`src/dssc_pkg.sv`:
```
package dssc_pkg;

    // Number of right steps made on each motor while homing after reset.
    localparam logic [7:0] HOME_STEPS = 8'd2;

    // Register indexes on the configuration port (byte address = 4 * index).
    localparam logic [2:0] REG_OPC_M1_RIGHT = 3'd0;
    localparam logic [2:0] REG_OPC_M1_LEFT  = 3'd1;
    localparam logic [2:0] REG_OPC_M2_RIGHT = 3'd2;
    localparam logic [2:0] REG_OPC_M2_LEFT  = 3'd3;
    localparam logic [2:0] REG_STEP_WAIT    = 3'd4;
    localparam logic [2:0] REG_SETTLE_WAIT  = 3'd5;
    localparam logic [2:0] REG_HOME_WAIT    = 3'd6;

    // Reset values of the configuration registers.
    localparam logic [7:0]  RST_OPC_M1_RIGHT = 8'd1;
    localparam logic [7:0]  RST_OPC_M1_LEFT  = 8'd2;
    localparam logic [7:0]  RST_OPC_M2_RIGHT = 8'd3;
    localparam logic [7:0]  RST_OPC_M2_LEFT  = 8'd4;
    localparam logic [15:0] RST_STEP_WAIT    = 16'd5;
    localparam logic [15:0] RST_SETTLE_WAIT  = 16'd500;
    localparam logic [15:0] RST_HOME_WAIT    = 16'd100;

    // Reset value of both coil patterns.
    localparam logic [7:0] PATTERN_RESET = 8'hCC;

    // Motor and direction codes.
    localparam logic MOTOR_ONE = 1'b0;
    localparam logic MOTOR_TWO = 1'b1;
    localparam logic DIR_RIGHT = 1'b0;
    localparam logic DIR_LEFT  = 1'b1;

    // Item kinds on the input stream.
    localparam logic KIND_BYTE = 1'b0;
    localparam logic KIND_TICK = 1'b1;

    typedef enum logic [2:0] {
        ST_HOME1  = 3'd0,
        ST_HOME2  = 3'd1,
        ST_IDLE   = 3'd2,
        ST_HIGH   = 3'd3,
        ST_LOW    = 3'd4,
        ST_MOVE   = 3'd5,
        ST_SETTLE = 3'd6
    } t_seq_state;

    // Configuration register contents as seen by the sequencer.
    typedef struct packed {
        logic [7:0]  opc_m1_right;
        logic [7:0]  opc_m1_left;
        logic [7:0]  opc_m2_right;
        logic [7:0]  opc_m2_left;
        logic [15:0] step_wait;
        logic [15:0] settle_wait;
        logic [15:0] home_wait;
    } t_cfg;

    // One result item.
    typedef struct packed {
        logic       busy;
        logic       ack;
        logic [1:0] phase_two;
        logic [1:0] phase_one;
    } t_result;

endpackage

```
`src/dssc_cfg.sv`:
```
module dssc_cfg (
    input  logic                i_clk,
    input  logic                i_rst_n,
    input  logic                psel,
    input  logic                penable,
    input  logic                pwrite,
    input  logic [4:0]          paddr,
    input  logic [31:0]         pwdata,
    output logic [31:0]         prdata,
    output logic                pready,
    output dssc_pkg::t_cfg      o_cfg
);

    dssc_pkg::t_cfg r_cfg;
    logic           w_wr;
    logic [2:0]     w_idx;

    assign pready = 1'b1;
    assign w_wr   = psel & penable & pwrite;
    assign w_idx  = paddr[4:2];
    assign o_cfg  = r_cfg;

    // Register writes; addresses past the last register are ignored.
    always_ff @(posedge i_clk) begin
        if (!i_rst_n) begin
            r_cfg.opc_m1_right <= dssc_pkg::RST_OPC_M1_RIGHT;
            r_cfg.opc_m1_left  <= dssc_pkg::RST_OPC_M1_LEFT;
            r_cfg.opc_m2_right <= dssc_pkg::RST_OPC_M2_RIGHT;
            r_cfg.opc_m2_left  <= dssc_pkg::RST_OPC_M2_LEFT;
            r_cfg.step_wait    <= dssc_pkg::RST_STEP_WAIT;
            r_cfg.settle_wait  <= dssc_pkg::RST_SETTLE_WAIT;
            r_cfg.home_wait    <= dssc_pkg::RST_HOME_WAIT;
        end else if (w_wr) begin
            unique case (w_idx)
                dssc_pkg::REG_OPC_M1_RIGHT: r_cfg.opc_m1_right <= pwdata[7:0];
                dssc_pkg::REG_OPC_M1_LEFT:  r_cfg.opc_m1_left  <= pwdata[7:0];
                dssc_pkg::REG_OPC_M2_RIGHT: r_cfg.opc_m2_right <= pwdata[7:0];
                dssc_pkg::REG_OPC_M2_LEFT:  r_cfg.opc_m2_left  <= pwdata[7:0];
                dssc_pkg::REG_STEP_WAIT:    r_cfg.step_wait    <= pwdata[15:0];
                dssc_pkg::REG_SETTLE_WAIT:  r_cfg.settle_wait  <= pwdata[15:0];
                dssc_pkg::REG_HOME_WAIT:    r_cfg.home_wait    <= pwdata[15:0];
                default: ;
            endcase
        end
    end

    // Read-back mux.
    always_comb begin
        unique case (w_idx)
            dssc_pkg::REG_OPC_M1_RIGHT: prdata = {24'd0, r_cfg.opc_m1_right};
            dssc_pkg::REG_OPC_M1_LEFT:  prdata = {24'd0, r_cfg.opc_m1_left};
            dssc_pkg::REG_OPC_M2_RIGHT: prdata = {24'd0, r_cfg.opc_m2_right};
            dssc_pkg::REG_OPC_M2_LEFT:  prdata = {24'd0, r_cfg.opc_m2_left};
            dssc_pkg::REG_STEP_WAIT:    prdata = {16'd0, r_cfg.step_wait};
            dssc_pkg::REG_SETTLE_WAIT:  prdata = {16'd0, r_cfg.settle_wait};
            dssc_pkg::REG_HOME_WAIT:    prdata = {16'd0, r_cfg.home_wait};
            default:                    prdata = 32'd0;
        endcase
    end

endmodule

```
`src/dssc_seq.sv`:
```
module dssc_seq (
    input  logic                i_clk,
    input  logic                i_rst_n,
    input  logic                i_fire,
    input  logic                i_kind,
    input  logic [7:0]          i_byte,
    input  dssc_pkg::t_cfg      i_cfg,
    output dssc_pkg::t_result   o_result
);

    dssc_pkg::t_seq_state r_state, n_state;
    logic [7:0]  r_pat_one, n_pat_one;
    logic [7:0]  r_pat_two, n_pat_two;
    logic [1:0]  r_phase_one, n_phase_one;
    logic [1:0]  r_phase_two, n_phase_two;
    logic [15:0] r_steps, n_steps;
    logic [15:0] r_wait, n_wait;
    logic [7:0]  r_high, n_high;
    logic        r_motor, n_motor;
    logic        r_dir, n_dir;

    logic        w_timed;
    logic        w_wait_done;
    logic        w_step;
    logic        w_step_motor;
    logic        w_step_dir;
    logic        w_ack;
    logic [15:0] w_wait_dec;
    logic [15:0] w_count;
    logic [7:0]  w_pat_sel;
    logic [7:0]  w_pat_rot;

    function automatic logic is_timed(input dssc_pkg::t_seq_state s);
        return (s == dssc_pkg::ST_HOME1) || (s == dssc_pkg::ST_HOME2) ||
               (s == dssc_pkg::ST_MOVE)  || (s == dssc_pkg::ST_SETTLE);
    endfunction

    function automatic logic is_stepping(input dssc_pkg::t_seq_state s);
        return (s == dssc_pkg::ST_HOME1) || (s == dssc_pkg::ST_HOME2) ||
               (s == dssc_pkg::ST_MOVE);
    endfunction

    // Step count is high * 255 + low, formed as high * 256 - high + low.
    assign w_count = ({r_high, 8'h00} - {8'h00, r_high}) + {8'h00, i_byte};
    assign w_timed = is_timed(r_state);
    assign w_wait_dec = (r_wait == 16'd0) ? 16'd0 : r_wait - 16'd1;

    // Next state: decode the item, then finish the current wait if it ran out.
    always_comb begin
        n_state      = r_state;
        n_steps      = r_steps;
        n_wait       = r_wait;
        n_high       = r_high;
        n_motor      = r_motor;
        n_dir        = r_dir;
        w_wait_done  = 1'b0;
        w_step       = 1'b0;
        w_step_motor = r_motor;
        w_step_dir   = r_dir;
        w_ack        = 1'b0;

        if (i_fire) begin
            if (i_kind == dssc_pkg::KIND_TICK) begin
                if (w_timed) begin
                    n_wait = w_wait_dec;
                    w_wait_done = (w_wait_dec == 16'd0);
                end
            end else if (!w_timed) begin
                unique case (r_state)
                    dssc_pkg::ST_HIGH: begin
                        n_high  = i_byte;
                        n_state = dssc_pkg::ST_LOW;
                    end
                    dssc_pkg::ST_LOW: begin
                        n_steps     = w_count;
                        n_state     = dssc_pkg::ST_MOVE;
                        n_wait      = 16'd0;
                        w_wait_done = 1'b1;
                    end
                    default: begin
                        // Opcode byte: first matching register wins.
                        n_state = dssc_pkg::ST_HIGH;
                        if (i_byte == i_cfg.opc_m1_right) begin
                            n_motor = dssc_pkg::MOTOR_ONE;
                            n_dir   = dssc_pkg::DIR_RIGHT;
                        end else if (i_byte == i_cfg.opc_m1_left) begin
                            n_motor = dssc_pkg::MOTOR_ONE;
                            n_dir   = dssc_pkg::DIR_LEFT;
                        end else if (i_byte == i_cfg.opc_m2_right) begin
                            n_motor = dssc_pkg::MOTOR_TWO;
                            n_dir   = dssc_pkg::DIR_RIGHT;
                        end else if (i_byte == i_cfg.opc_m2_left) begin
                            n_motor = dssc_pkg::MOTOR_TWO;
                            n_dir   = dssc_pkg::DIR_LEFT;
                        end else begin
                            n_state = dssc_pkg::ST_SETTLE;
                            n_wait  = i_cfg.settle_wait;
                        end
                    end
                endcase
            end
        end

        if (w_wait_done) begin
            if (is_stepping(n_state) && (n_steps != 16'd0)) begin
                // Next step of the current run.
                w_step       = 1'b1;
                w_step_motor = n_motor;
                w_step_dir   = n_dir;
                n_steps      = n_steps - 16'd1;
                n_wait       = (n_state == dssc_pkg::ST_MOVE) ? i_cfg.step_wait
                                                              : i_cfg.home_wait;
            end else begin
                unique case (n_state)
                    dssc_pkg::ST_HOME1: begin
                        // Motor one homed: start homing motor two at once.
                        n_state = dssc_pkg::ST_HOME2;
                        n_motor = dssc_pkg::MOTOR_TWO;
                        n_dir   = dssc_pkg::DIR_RIGHT;
                        if (dssc_pkg::HOME_STEPS != 8'd0) begin
                            w_step       = 1'b1;
                            w_step_motor = dssc_pkg::MOTOR_TWO;
                            w_step_dir   = dssc_pkg::DIR_RIGHT;
                            n_steps      = {8'd0, dssc_pkg::HOME_STEPS} - 16'd1;
                            n_wait       = i_cfg.home_wait;
                        end else begin
                            n_state = dssc_pkg::ST_IDLE;
                            n_steps = {8'd0, dssc_pkg::HOME_STEPS};
                            n_wait  = 16'd0;
                        end
                    end
                    dssc_pkg::ST_HOME2: n_state = dssc_pkg::ST_IDLE;
                    dssc_pkg::ST_MOVE: begin
                        n_state = dssc_pkg::ST_SETTLE;
                        n_wait  = i_cfg.settle_wait;
                    end
                    dssc_pkg::ST_SETTLE: begin
                        w_ack   = 1'b1;
                        n_state = dssc_pkg::ST_IDLE;
                    end
                    default: n_state = dssc_pkg::ST_IDLE;
                endcase
            end
        end
    end

    // Pattern rotation of the stepping motor and the phase load.
    assign w_pat_sel = (w_step_motor == dssc_pkg::MOTOR_ONE) ? r_pat_one : r_pat_two;
    assign w_pat_rot = (w_step_dir == dssc_pkg::DIR_RIGHT) ?
                       {w_pat_sel[0], w_pat_sel[7:1]} : {w_pat_sel[6:0], w_pat_sel[7]};

    always_comb begin
        n_pat_one   = r_pat_one;
        n_pat_two   = r_pat_two;
        n_phase_one = r_phase_one;
        n_phase_two = r_phase_two;
        if (w_step) begin
            if (w_step_motor == dssc_pkg::MOTOR_ONE) begin
                n_pat_one   = w_pat_rot;
                n_phase_one = w_pat_rot[7:6];
            end else begin
                n_pat_two   = w_pat_rot;
                n_phase_two = w_pat_rot[7:6];
            end
        end
    end

    // Sequencer state registers.
    always_ff @(posedge i_clk) begin
        if (!i_rst_n) begin
            r_state     <= dssc_pkg::ST_HOME1;
            r_pat_one   <= dssc_pkg::PATTERN_RESET;
            r_pat_two   <= dssc_pkg::PATTERN_RESET;
            r_phase_one <= 2'd0;
            r_phase_two <= 2'd0;
            r_steps     <= {8'd0, dssc_pkg::HOME_STEPS};
            r_wait      <= 16'd0;
            r_high      <= 8'd0;
            r_motor     <= dssc_pkg::MOTOR_ONE;
            r_dir       <= dssc_pkg::DIR_RIGHT;
        end else begin
            r_state     <= n_state;
            r_pat_one   <= n_pat_one;
            r_pat_two   <= n_pat_two;
            r_phase_one <= n_phase_one;
            r_phase_two <= n_phase_two;
            r_steps     <= n_steps;
            r_wait      <= n_wait;
            r_high      <= n_high;
            r_motor     <= n_motor;
            r_dir       <= n_dir;
        end
    end

    // Result reflects the state after this item.
    assign o_result.phase_one = n_phase_one;
    assign o_result.phase_two = n_phase_two;
    assign o_result.ack       = w_ack;
    assign o_result.busy      = is_timed(n_state);

endmodule

```
`src/dual_stepper_command_sequencer.sv`:
```
// Dual stepper command sequencer. Items arrive on the slave stream: a received
// command byte (tuser = 0) or one timer tick (tuser = 1). Every item gives
// exactly one result item with both motors' coil phases, an acknowledge flag
// and a busy flag. After reset each motor is homed with two right steps; a
// command is an opcode byte followed by high and low count bytes, and bytes
// arriving while busy are dropped. The block takes one item per clock cycle
// while the output side is not stalled; an item is held in the input
// register, then passes through the sequencer logic into the output register.
// The output register lets a new item be taken while a result waits to be
// read. Configuration registers sit on the APB port at byte address 4 * index
// and should be written only while the block is idle. No clearing pass is
// needed after reset.
module dual_stepper_command_sequencer (
    input  logic        i_clk,
    input  logic        i_rst_n,
    // Input items.
    input  logic        s_axis_tvalid,
    output logic        s_axis_tready,
    input  logic [7:0]  s_axis_tdata,   // [7:0] rx_byte
    input  logic        s_axis_tuser,   // [0] kind
    // Result items.
    output logic        m_axis_tvalid,
    input  logic        m_axis_tready,
    output logic [7:0]  m_axis_tdata,   // [1:0] motor_one_phase, [3:2] motor_two_phase,
                                        // [4] ack_pulse, [5] busy_res, [7:6] zero
    // Configuration port.
    input  logic        psel,
    input  logic        penable,
    input  logic        pwrite,
    input  logic [4:0]  paddr,
    input  logic [31:0] pwdata,
    output logic [31:0] prdata,
    output logic        pready
);

    dssc_pkg::t_cfg    w_cfg;
    dssc_pkg::t_result w_result;

    logic       r_in_valid;
    logic       r_in_kind;
    logic [7:0] r_in_byte;
    logic       r_out_valid;
    logic [7:0] r_out_data;
    logic       w_out_adv;
    logic       w_fire;
    logic       w_in_take;

    // Pipeline advance: the output register frees up when empty or read.
    assign w_out_adv     = !r_out_valid || m_axis_tready;
    assign w_fire        = r_in_valid && w_out_adv;
    assign s_axis_tready = !r_in_valid || w_out_adv;
    assign w_in_take     = s_axis_tvalid && s_axis_tready;

    // Input register.
    always_ff @(posedge i_clk) begin
        if (!i_rst_n) begin
            r_in_valid <= 1'b0;
        end else if (w_in_take) begin
            r_in_valid <= 1'b1;
        end else if (w_fire) begin
            r_in_valid <= 1'b0;
        end
    end

    always_ff @(posedge i_clk) begin
        if (w_in_take) begin
            r_in_kind <= s_axis_tuser;
            r_in_byte <= s_axis_tdata;
        end
    end

    dssc_cfg u_cfg (
        .i_clk   (i_clk),
        .i_rst_n (i_rst_n),
        .psel    (psel),
        .penable (penable),
        .pwrite  (pwrite),
        .paddr   (paddr),
        .pwdata  (pwdata),
        .prdata  (prdata),
        .pready  (pready),
        .o_cfg   (w_cfg)
    );

    dssc_seq u_seq (
        .i_clk    (i_clk),
        .i_rst_n  (i_rst_n),
        .i_fire   (w_fire),
        .i_kind   (r_in_kind),
        .i_byte   (r_in_byte),
        .i_cfg    (w_cfg),
        .o_result (w_result)
    );

    // Output register.
    always_ff @(posedge i_clk) begin
        if (!i_rst_n) begin
            r_out_valid <= 1'b0;
        end else if (w_fire) begin
            r_out_valid <= 1'b1;
        end else if (m_axis_tready) begin
            r_out_valid <= 1'b0;
        end
    end

    always_ff @(posedge i_clk) begin
        if (w_fire) begin
            r_out_data <= {2'b00, w_result.busy, w_result.ack,
                           w_result.phase_two, w_result.phase_one};
        end
    end

    assign m_axis_tvalid = r_out_valid;
    assign m_axis_tdata  = r_out_data;

endmodule

```
`config.mk`:
```
export PLATFORM = sky130hd
export DESIGN_NAME = dual_stepper_command_sequencer
export DESIGN_NICKNAME = d
export VERILOG_FILES = /design/src/dssc_pkg.sv /design/src/dssc_cfg.sv /design/src/dssc_seq.sv /design/src/dual_stepper_command_sequencer.sv
export SDC_FILE = /design/constraint.sdc
export NUM_CORES = 1
export LEC_CHECK = 0
export BUFFER_PORTS_ARGS = -buffer_cell sky130_fd_sc_hd__buf_2
export CAP_MARGIN = 20
export CORE_ASPECT_RATIO = 1.5
export CORE_MARGIN = 8
export CORE_UTILIZATION = 50
export CTS_CLUSTER_SIZE = 30
export DETAILED_ROUTE_END_ITERATION = 10
export PLACE_DENSITY = 0.69
export SYNTH_ARGS = -nofsm -noshare
export SYNTH_HDL_FRONTEND = slang
export SYNTH_SLANG_ARGS = --single-unit
```
`constraint.sdc`:
```
create_clock -name i_clk -period 5.5 [get_ports i_clk]
set_clock_uncertainty 0.15 [all_clocks]
set_input_delay 0.825 -clock i_clk [delete_from_list [all_inputs] [get_ports i_clk]]
set_output_delay 0.825 -clock i_clk [all_outputs]
set_load 0.03 [all_outputs]
```
==> results.md, run 1 <==
- The flow ran to the end, and the final reports show no timing, DRC or antenna violations.
- Summed over all nets, the switching power comes to 0.831 mW.
- The clock insertion delay at the later pin of the skew report is 0.44 ns.
- Counting flops with an async set or reset pin after synthesis yields a share of 0%.
- The number of design-rule violations left by the first detailed-router iteration is 547.
- Using the TritonRoute via totals, the vias-per-cell ratio works out to 6.11.
- Gates resized during post-CTS repair numbered 0.
- The critical path goes through inv_1 -> ha_1 -> fa_1 -> nand2b_1 -> a211o_1 -> a21oi_1 -> o211ai_1 -> o32ai_1 -> o211ai_1 -> nor4_2 -> o21ai_1 -> a221oi_1 -> xnor2_1.
- In this run the deepest clock path goes through 2 buffers.
- The first detailed-routing pass ran for 5 iterations.
- The time the final worst path needs with I/O delays and setup is 4.79 ns.
- The first-pass GRT wire length is 47800 um.
- At the pin with the least slew margin, the transition time is 1.16 ns.
- The setup check on the worst reg-to-reg path leaves a slack of 0.71 ns.
- Summed over all cells, the static leakage comes to 4.01 nW.
- The hold path startpoint is u_cfg.o_cfg[15].
- Summed over all layers, the global routing overflow is 0.
- The kind of end point of the critical path is a flip-flop.
- The delay of the slowest cell on the worst path is 0.54 ns.
- Counting the buffers created by CTS gives 17.
- The growth of design area from synthesis to finish is 9.05%.
- The final layout contains routed wiring with a total length of 29500 um.
- The initialized floorplan defines 63 standard-cell rows.
- The number of max-cap violations is 0.
- In the final design database the tool counted 1349 nets.
- dfxtp_1 takes more of the synthesized area than any other cell.
- Along the worst hold path, the cell count comes to 2.
- Setup repair after global routing left no endpoint under its margin.
- Routability-driven placement finished with a final weighted congestion of 0.960.
- The post-synthesis instance area is 10000 um2.
- After detailed routing, the average wire length per cell comes to 18.9 um.
- Among all flip-flop cells after synthesis, the most frequent one is dfxtp_1.
- The count of final max-slew check failures was 0.
- Power spread over the standard cell area amounts to 258 nW/um2.
- Synthesis inferred 162 register bits.
- The cell type group with the largest total delay on the critical path is compound AO/OA/AOI/OAI gates.
- In this run, the combinational gates consume 15.5% of the power.
- Summed over all failing endpoints, the final setup total negative slack is 0 ns.
- The total half-perimeter wirelength after legalization and detailed placement is 21100 um.
- In the detailed route, the total length drawn on met2 is 14800 um.
- The worst hold path terminates at u_cfg.o_cfg[15].
- Among the stages of the critical path, the cell type that occurs most often is o211ai_1.
- The largest net degree at the start of global routing is 49.
- In this run the count of I/O pins placed on the die edge is 96.
- The share of the synthesized area in the top cell type is 29.3%.
- In this run, post-CTS hold repair placed 0 buffers.
- The kind of critical path is reg2reg.
- After clock tree synthesis, the clock-pin slew on the worst setup and hold paths is 0.07 ns.
- The internal portion of the total power is 2.00 mW.
- The die is 190 um tall.
- Counting both buffers and inverters, the worst setup path holds a total of 1.
- The total routing resource utilization after global routing is 23.5%.
- The wire length on met3 is 1550 um.
- The clock root buffer is clkbuf_16.
- For this run, the top clock speed supported by timing is 209 MHz.
- The total of buffers placed on input and output ports is 58.
- The number of global-route vias before repair came to 9176.
- The region available for standard cell placement spans 19700 um2.
- The area of the die is 25000 um2.
- The distinct cell type count after synthesis is 88.
- The filler cells instantiated in the layout total 1945.
- The per-instance average area after synthesis is 7.89 um2.
- The number of endpoints failing setup at the final stage is 0.
- The number of antenna cells inserted is 0.
- In this run, synthesis inferred 15 flip-flops with an integrated enable.
- In this run the critical register-to-register path is captured at m_axis_tdata[5].
- The sequential group share of total power is 44.7%.
- At the worst endpoint, the required time is 5.54 ns.
- Of all nets on the critical path, the largest fanout is 7.
- The placed instance area is 10400 um2.
- The initial cell density of the core is 50.9%.
- Dividing the final minimum period by the clock period gives 87.1%.
- Synthesis produced 1272 cells.
- Summing all multi-input logic gate instances after layout gives 6120 um2.
- The area taken by flip-flops and latches is 3390 um2.
- On the critical path, the stage with the largest delay is an instance of nor4_2.
- The CTS tree is built.
- The total of warnings raised by yosys is 0.
- On the final layout, the worst hold slack is 0.324 ns.
- The final count of hold timing violations is 0.
- The setup fix buffers added after clock tree synthesis is 0.
- The worst reg2reg path depth is 13.
- The met1 wire length is 12300 um.
- The count of unresolved DRC violations after routing is 0.
- Measured along the x axis, the die boundary spans 132 um.
- Cells with a size suffix above 1 make up 13.1% of the layout.
- After synthesis, the cell types taking the most area are dfxtp_1, nand2_1, a21oi_1.
- After routing the design area is 10900 um2.
- The sequential area share after synthesis is 33.8%.
- The count of antenna-violating nets left after detailed routing is 0.
- The H-tree was split into 4 levels.
- The highest routed metal layer is met4.
- CTS saw 162 sinks.
- The tightest min-delay check is of the reg2reg type.
- The overall power of the completed layout is 2.83 mW.
- Data arrives at the worst endpoint at 4.83 ns.
- The kind of launch point of the worst setup path is a flip-flop.
- The startpoint identified for the worst register-to-register timing path is r_in_byte[0].
- The worst ir drop on vdd is 0.000234 V.
- The via count of the routed design is 9503.
- The switching share of total power is 29.4%.
- The max-slew headroom at the worst pin is 22.6%.
- The number of antenna violations at the first check in global routing is 0.
- Of the total power, the clock network draws 39.8%.
## registers in the layout, summed over array words and instances, names as in the netlist, 3 cells and up
register and cells:
u_seq.r_pat_two 8, r_in_byte 8, m_axis_tdata 6, u_seq.r_wait 16
u_seq.r_high 8, u_seq.r_pat_one 8, u_cfg.o_cfg 80, u_seq.r_steps 16
u_seq.r_state 3
## layout by cell type, fill, tap and decap left out, drive strengths merged, types with 7 or more instances in the layout
cell / Yosys / final
a211oi: 22 / 22
a21oi: 122 / 122
a221oi: 8 / 8
a22oi: 13 / 13
a31oi: 12 / 12
and2: 8 / 8
buf: 44 / 82
clkbuf: 64 / 20
clkinv: 0 / 7
conb: 2 / 19
dfxtp: 147 / 147
edfxtp: 15 / 15
ha: 12 / 12
inv: 21 / 23
mux2: 15 / 15
mux2i: 54 / 54
nand2: 176 / 176
nand2b: 16 / 16
nand3: 53 / 53
nor2: 135 / 135
nor2b: 14 / 14
nor3: 40 / 40
nor4: 31 / 31
o211ai: 12 / 12
o21ai: 42 / 42
o22ai: 8 / 8
o31ai: 8 / 8
or2: 8 / 8
or3: 7 / 7
or4: 7 / 7
xnor2: 25 / 25
xor2: 29 / 29
## layer usage
metal	global-route usage, %	vias to the layer above
met5	0	-
met4	10.2	0
met3	3.93	49
met2	41.7	339
met1	27.3	4546
li1	-	4569
## worst register-to-register path: stages, from the launching register on
cell and delay, ns:
edfxtp_1 0.50, inv_1 0.13, ha_1 0.23, fa_1 0.39, nand2b_1 0.19, a211o_1 0.31, a21oi_1 0.35, o211ai_1 0.20
o32ai_1 0.31, o211ai_1 0.34, nor4_2 0.54, o21ai_1 0.37, a221oi_1 0.44, xnor2_1 0.10
## per-stage QoR
stage | std cells | worst slack [ns] | util, %
final | 1556 | 0.708 | 55.5
after global routing | 1556 | 0.323 | 55.5
after CTS | 1555 | 0.704 | 55.5
after detailed placement | 1523 | 0.757 | 52.7
after global placement | 1523 | 0.788 | 52.7
after floorplan | 1289 | 1.23 | -
## final cells by class
type / instances / share of cell area (%)
Multi-Input combinational cell: 998 / 56.0
Sequential cell: 162 / 31.0
Timing Repair Buffer: 83 / 4.37
Clock buffer: 19 / 3.96
Tap cell: 260 / 2.97
Clock inverter: 13 / 0.995
Inverter: 21 / 0.732
## power groups by stage
stage / clock (mW) / sequential, mW / combinational [mW]
2_1_floorplan: 0 / 1.26 / 0.351
3_3_place_gp: 0 / 1.29 / 0.430
3_5_place_dp: 0 / 1.29 / 0.433
4_1_cts: 1.14 / 1.26 / 0.435
5_1_grt: 1.19 / 1.27 / 0.483
6_report: 1.12 / 1.26 / 0.439
## synthesized netlist by cell type (9+ instances only)
| master | count |
|---|---|
| xnor2_1 | 25 |
| nor2_1 | 133 |
| a31oi_1 | 12 |
| o211ai_1 | 11 |
| nor2b_1 | 14 |
| buf_4 | 22 |
| a211oi_1 | 18 |
| mux2i_1 | 54 |
| xor2_1 | 29 |
| nand3_1 | 53 |
| buf_2 | 12 |
| a22oi_1 | 13 |
| buf_1 | 9 |
| clkbuf_1 | 64 |
| mux2_2 | 15 |
| nor4_1 | 28 |
| a21oi_1 | 122 |
| nand2_1 | 176 |
| dfxtp_1 | 147 |
| nor3_1 | 38 |
| ha_1 | 12 |
| nand2b_1 | 16 |
| inv_1 | 21 |
| o21ai_0 | 39 |
| edfxtp_1 | 15 |
## logic make-up (layout without fill, tap and decap cells)
group	count (synthesis)	count (layout)	synth area share, %
buffers and inverters	129	136	5.87
xor gates and xnor gates	54	54	4.71
muxes	74	74	8.19
DFF	162	162	33.8
AOI/OAI and AO/OA	306	306	19.9
other	2	19	0.0748
adders and majority gates	13	13	1.70
and+or+nand+nor	532	532	25.7
## worst max path at each step
stage / cells after the start / start / end
floorplan: 14 / m_axis_tready / m_axis_tdata[5]
global placement: 13 / r_in_byte[0] / m_axis_tdata[1]
detailed placement: 13 / r_in_byte[0] / m_axis_tdata[1]
CTS: 13 / r_in_byte[0] / m_axis_tdata[1]
global route: 14 / r_in_byte[0] / m_axis_tdata[3]
finish: 13 / r_in_byte[0] / m_axis_tdata[5]
Power figures use the tool's default switching activity.
==> run 2: changes to the inputs <==
Settings changed: PLACE_DENSITY 0.69 to 0.79.
==> run 2 against run 1 <==
Compared with the run above:
- critical path depth decreased by 2
- combinational power about the same
- worst hold slack improved by 0.0025 ns
- register-to-register slack got worse by 0.07 ns
- sequential cell count unchanged
- largest power group unchanged
==> results.md, run 2 (synthesized netlist as in run 1, its figures left out) <==
- The largest fanout of any net on the critical path came to 18 (+11).
- The min-delay analysis places its worst path in the category reg2reg.
- The reg-to-reg setup timing slack is 0.64 ns (-0.07 ns).
- The number of optimization iterations in the first detailed-route pass is 6 (+1).
- The setup fix buffers added after clock tree synthesis is 0 (unchanged).
- The critical path required time is 5.52 ns (-0.02 ns).
- From synthesis to final layout, the design area changed by 9.33%.
- The number of buffers created by CTS is 17 (unchanged).
- The number of filler instances in the final layout is 1870 (-3.9%).
- The total routing resource utilization after global routing is 22.9% (-0.57 points).
- The leakage component of the power came to 4.03 nW (+0.35%).
- TritonCTS built the clock tree.
- The kind of launch point of the worst setup path is a flip-flop.
- The total of buffers placed on input and output ports is 58 (unchanged).
- The slew at the pin closest to its max-slew limit is 1.06 ns (-0.0960 ns).
- The number of endpoints failing setup at the final stage is 0 (unchanged).
- The clock root buffer is clkbuf_16.
- The weighted congestion reported at the end of routability-driven placement was 0.947 (-1.4%).
- The count of H-tree levels built during CTS is 4 (unchanged).
- The width of the die came to 132 um (unchanged).
- The ratio of cells with drive above 1 in the final layout came to 13.0% (-0.10 points).
- The library cell used most frequently in the layout, excluding fill and tap cells, is nand2_1.
- The count of unresolved DRC violations after routing is 0 (unchanged).
- The path with the worst hold slack has its endpoint at u_cfg.o_cfg[46].
- The share of the cycle needed by the critical path after routing is 88.4% (+1.3 points).
- The placeable core region is 19700 um2 (unchanged).
- The leftover overflow at the end of global routing is 0 (unchanged).
- The power per standard cell area is 269 nW/um2 (+4.1%).
- The clock insertion delay at the later pin of the skew report is 0.44 ns (about the same).
- The number of flip-flops in the largest register came to 80 (unchanged).
- The worst reg2reg path depth is 11 (-2).
- The final-stage net count came to 1344 (-0.37%).
- The number of global-route vias before repair was 9239 (+0.69%).
- The kind of critical path is reg2reg.
- The launching point of the worst reg2reg path is r_in_byte[6].
- The first-pass GRT wire length is 47100 um (-1.5%).
- The kind of end point of the critical path is a flip-flop.
- The critical path data arrival time was 4.88 ns (+0.05 ns).
- The initial cell density of the core is 50.9% (unchanged).
- The worst ir drop on vdd is 0.000243 V (+4.1%).
- The largest net degree at the start of global routing is 88 (+80%).
- The number of buffers added to fix hold violations after cts is 0 (unchanged).
- The endpoint identified for the worst register-to-register timing path is m_axis_tdata[1].
- The total wirelength of the detailed-routed design is 29200 um (-1.0%).
- The overall power of the completed layout is 2.95 mW (+4.3%).
- The chip height was 190 um (unchanged).
- The final count of hold timing violations was 0 (unchanged).
- The total half-perimeter wirelength after legalization and detailed placement came to 20800 um (-1.7%).
- The count of antenna-violating nets left after detailed routing is 0 (unchanged).
- The via count of the routed design is 9505 (+0.021%).
- The number of resized instances in the post-cts repair step is 0 (unchanged).
- The total number of clock tree sinks is 162 (unchanged).
- The area of the die is 25000 um2 (unchanged).
- Leaving out fill and tap cells, the most frequent cells in the layout are nand2_1, dfxtp_1, nor2_1.
- The clock transition at the register clock pins on the worst setup and hold paths after CTS is 0.07 ns (about the same).
- In this run the most critical hold path is launched from u_cfg.o_cfg[46].
- The aggregate negative setup slack is 0 ns (unchanged).
- The per-cell routed wire length is 18.8 um (-0.69%).
- The number of antenna cells inserted is 0 (unchanged).
- The number of max-cap violations is 0 (unchanged).
- The number of top-level pins is 96 (unchanged).
- The run finished with clean final reports.
- The max-slew headroom at the worst pin is 29.1% (+6.4 points).
- The number of antenna violations at the first check in global routing came to 0 (unchanged).
- The instance count along the most critical hold path is 2 (unchanged).
- The time the final worst path needs with I/O delays and setup was 4.86 ns (+0.0706 ns).
- The highest clock rate is 206 MHz (-1.5%).
- The number of design-rule violations left by the first detailed-router iteration is 790 (+44%).
- The standard-cell row count is 63 (unchanged).
- The count of final max-slew check failures came to 0 (unchanged).
- The buffer depth of the longest clock path is 2 (unchanged).
- The routed via count divided by cell count was 6.13 (+0.34%).
- Setup repair after global routing left no endpoint under its margin.
## run 2: cell types whose count changed in the layout (fill, tap and decap cells not counted), sizes merged
cell / delta
clkinvlp: -1
inv: +2
clkbuf: +1
bufinv: +1
clkinv: -3
buf: -5
## run 2: metal layers
metal  vias up  part of all wire, %  global-route usage, %
li1       4550                    -                      -
met5         -                    0                      0
met4         0                  4.0                   11.6
met3        77                  5.8                   4.19
met1      4502                   40                   25.7
met2       376                   50                   40.7
## run 2: worst max path at each step
stage	depth (start not counted)	to	startpoint
2_1_floorplan	14	m_axis_tdata[5]	m_axis_tready
3_5_place_dp	13	m_axis_tdata[1]	r_in_byte[0]
5_1_grt	13	m_axis_tdata[2]	r_in_byte[0]
3_3_place_gp	13	m_axis_tdata[2]	r_in_byte[0]
6_report	11	m_axis_tdata[1]	r_in_byte[6]
4_1_cts	13	m_axis_tdata[3]	r_in_byte[0]
## run 2: final cells by class
cell class / count / area [um2] / share of cell area, %
timing repair buffer: 78 / 440 / 4.01
clock inverter: 12 / 144 / 1.31
multi-input combinational: 998 / 6120 / 55.8
tap: 260 / 325 / 2.97
clock buffer: 20 / 468 / 4.27
inverter: 21 / 80.1 / 0.730
sequential: 162 / 3390 / 30.9
## run 2: power by group
part	total (mW)	internal, mW	switching (mW)
combinational	0.439	0.159	0.281
sequential	1.26	1.22	0.0468
clock	1.25	0.718	0.530
## run 2: critical path, cell delays in order (launching register included)
cell and delay [ns]:
edfxtp_1 0.58, ha_1 0.46, nand3_1 0.13, a2111oi_1 0.64, nor2_1 0.19, xnor2_1 0.31
o32ai_1 0.21, o211ai_1 0.29, nand3b_1 0.32, nand3_1 0.60, a211oi_1 0.59, nor3_1 0.12
## run 2: stage by stage
step	instances	utilization (%)	worst slack [ns]	area, um2	hold slack [ns]
floorplan	1289	-	1.23	10100	0.295
global placement	1518	52.5	0.839	10400	0.305
detailed placement	1518	52.5	0.766	10400	0.313
CTS	1550	55.6	0.738	11000	0.324
global route	1551	55.7	0.317	11000	0.343
finish	1551	55.7	0.637	11000	0.327
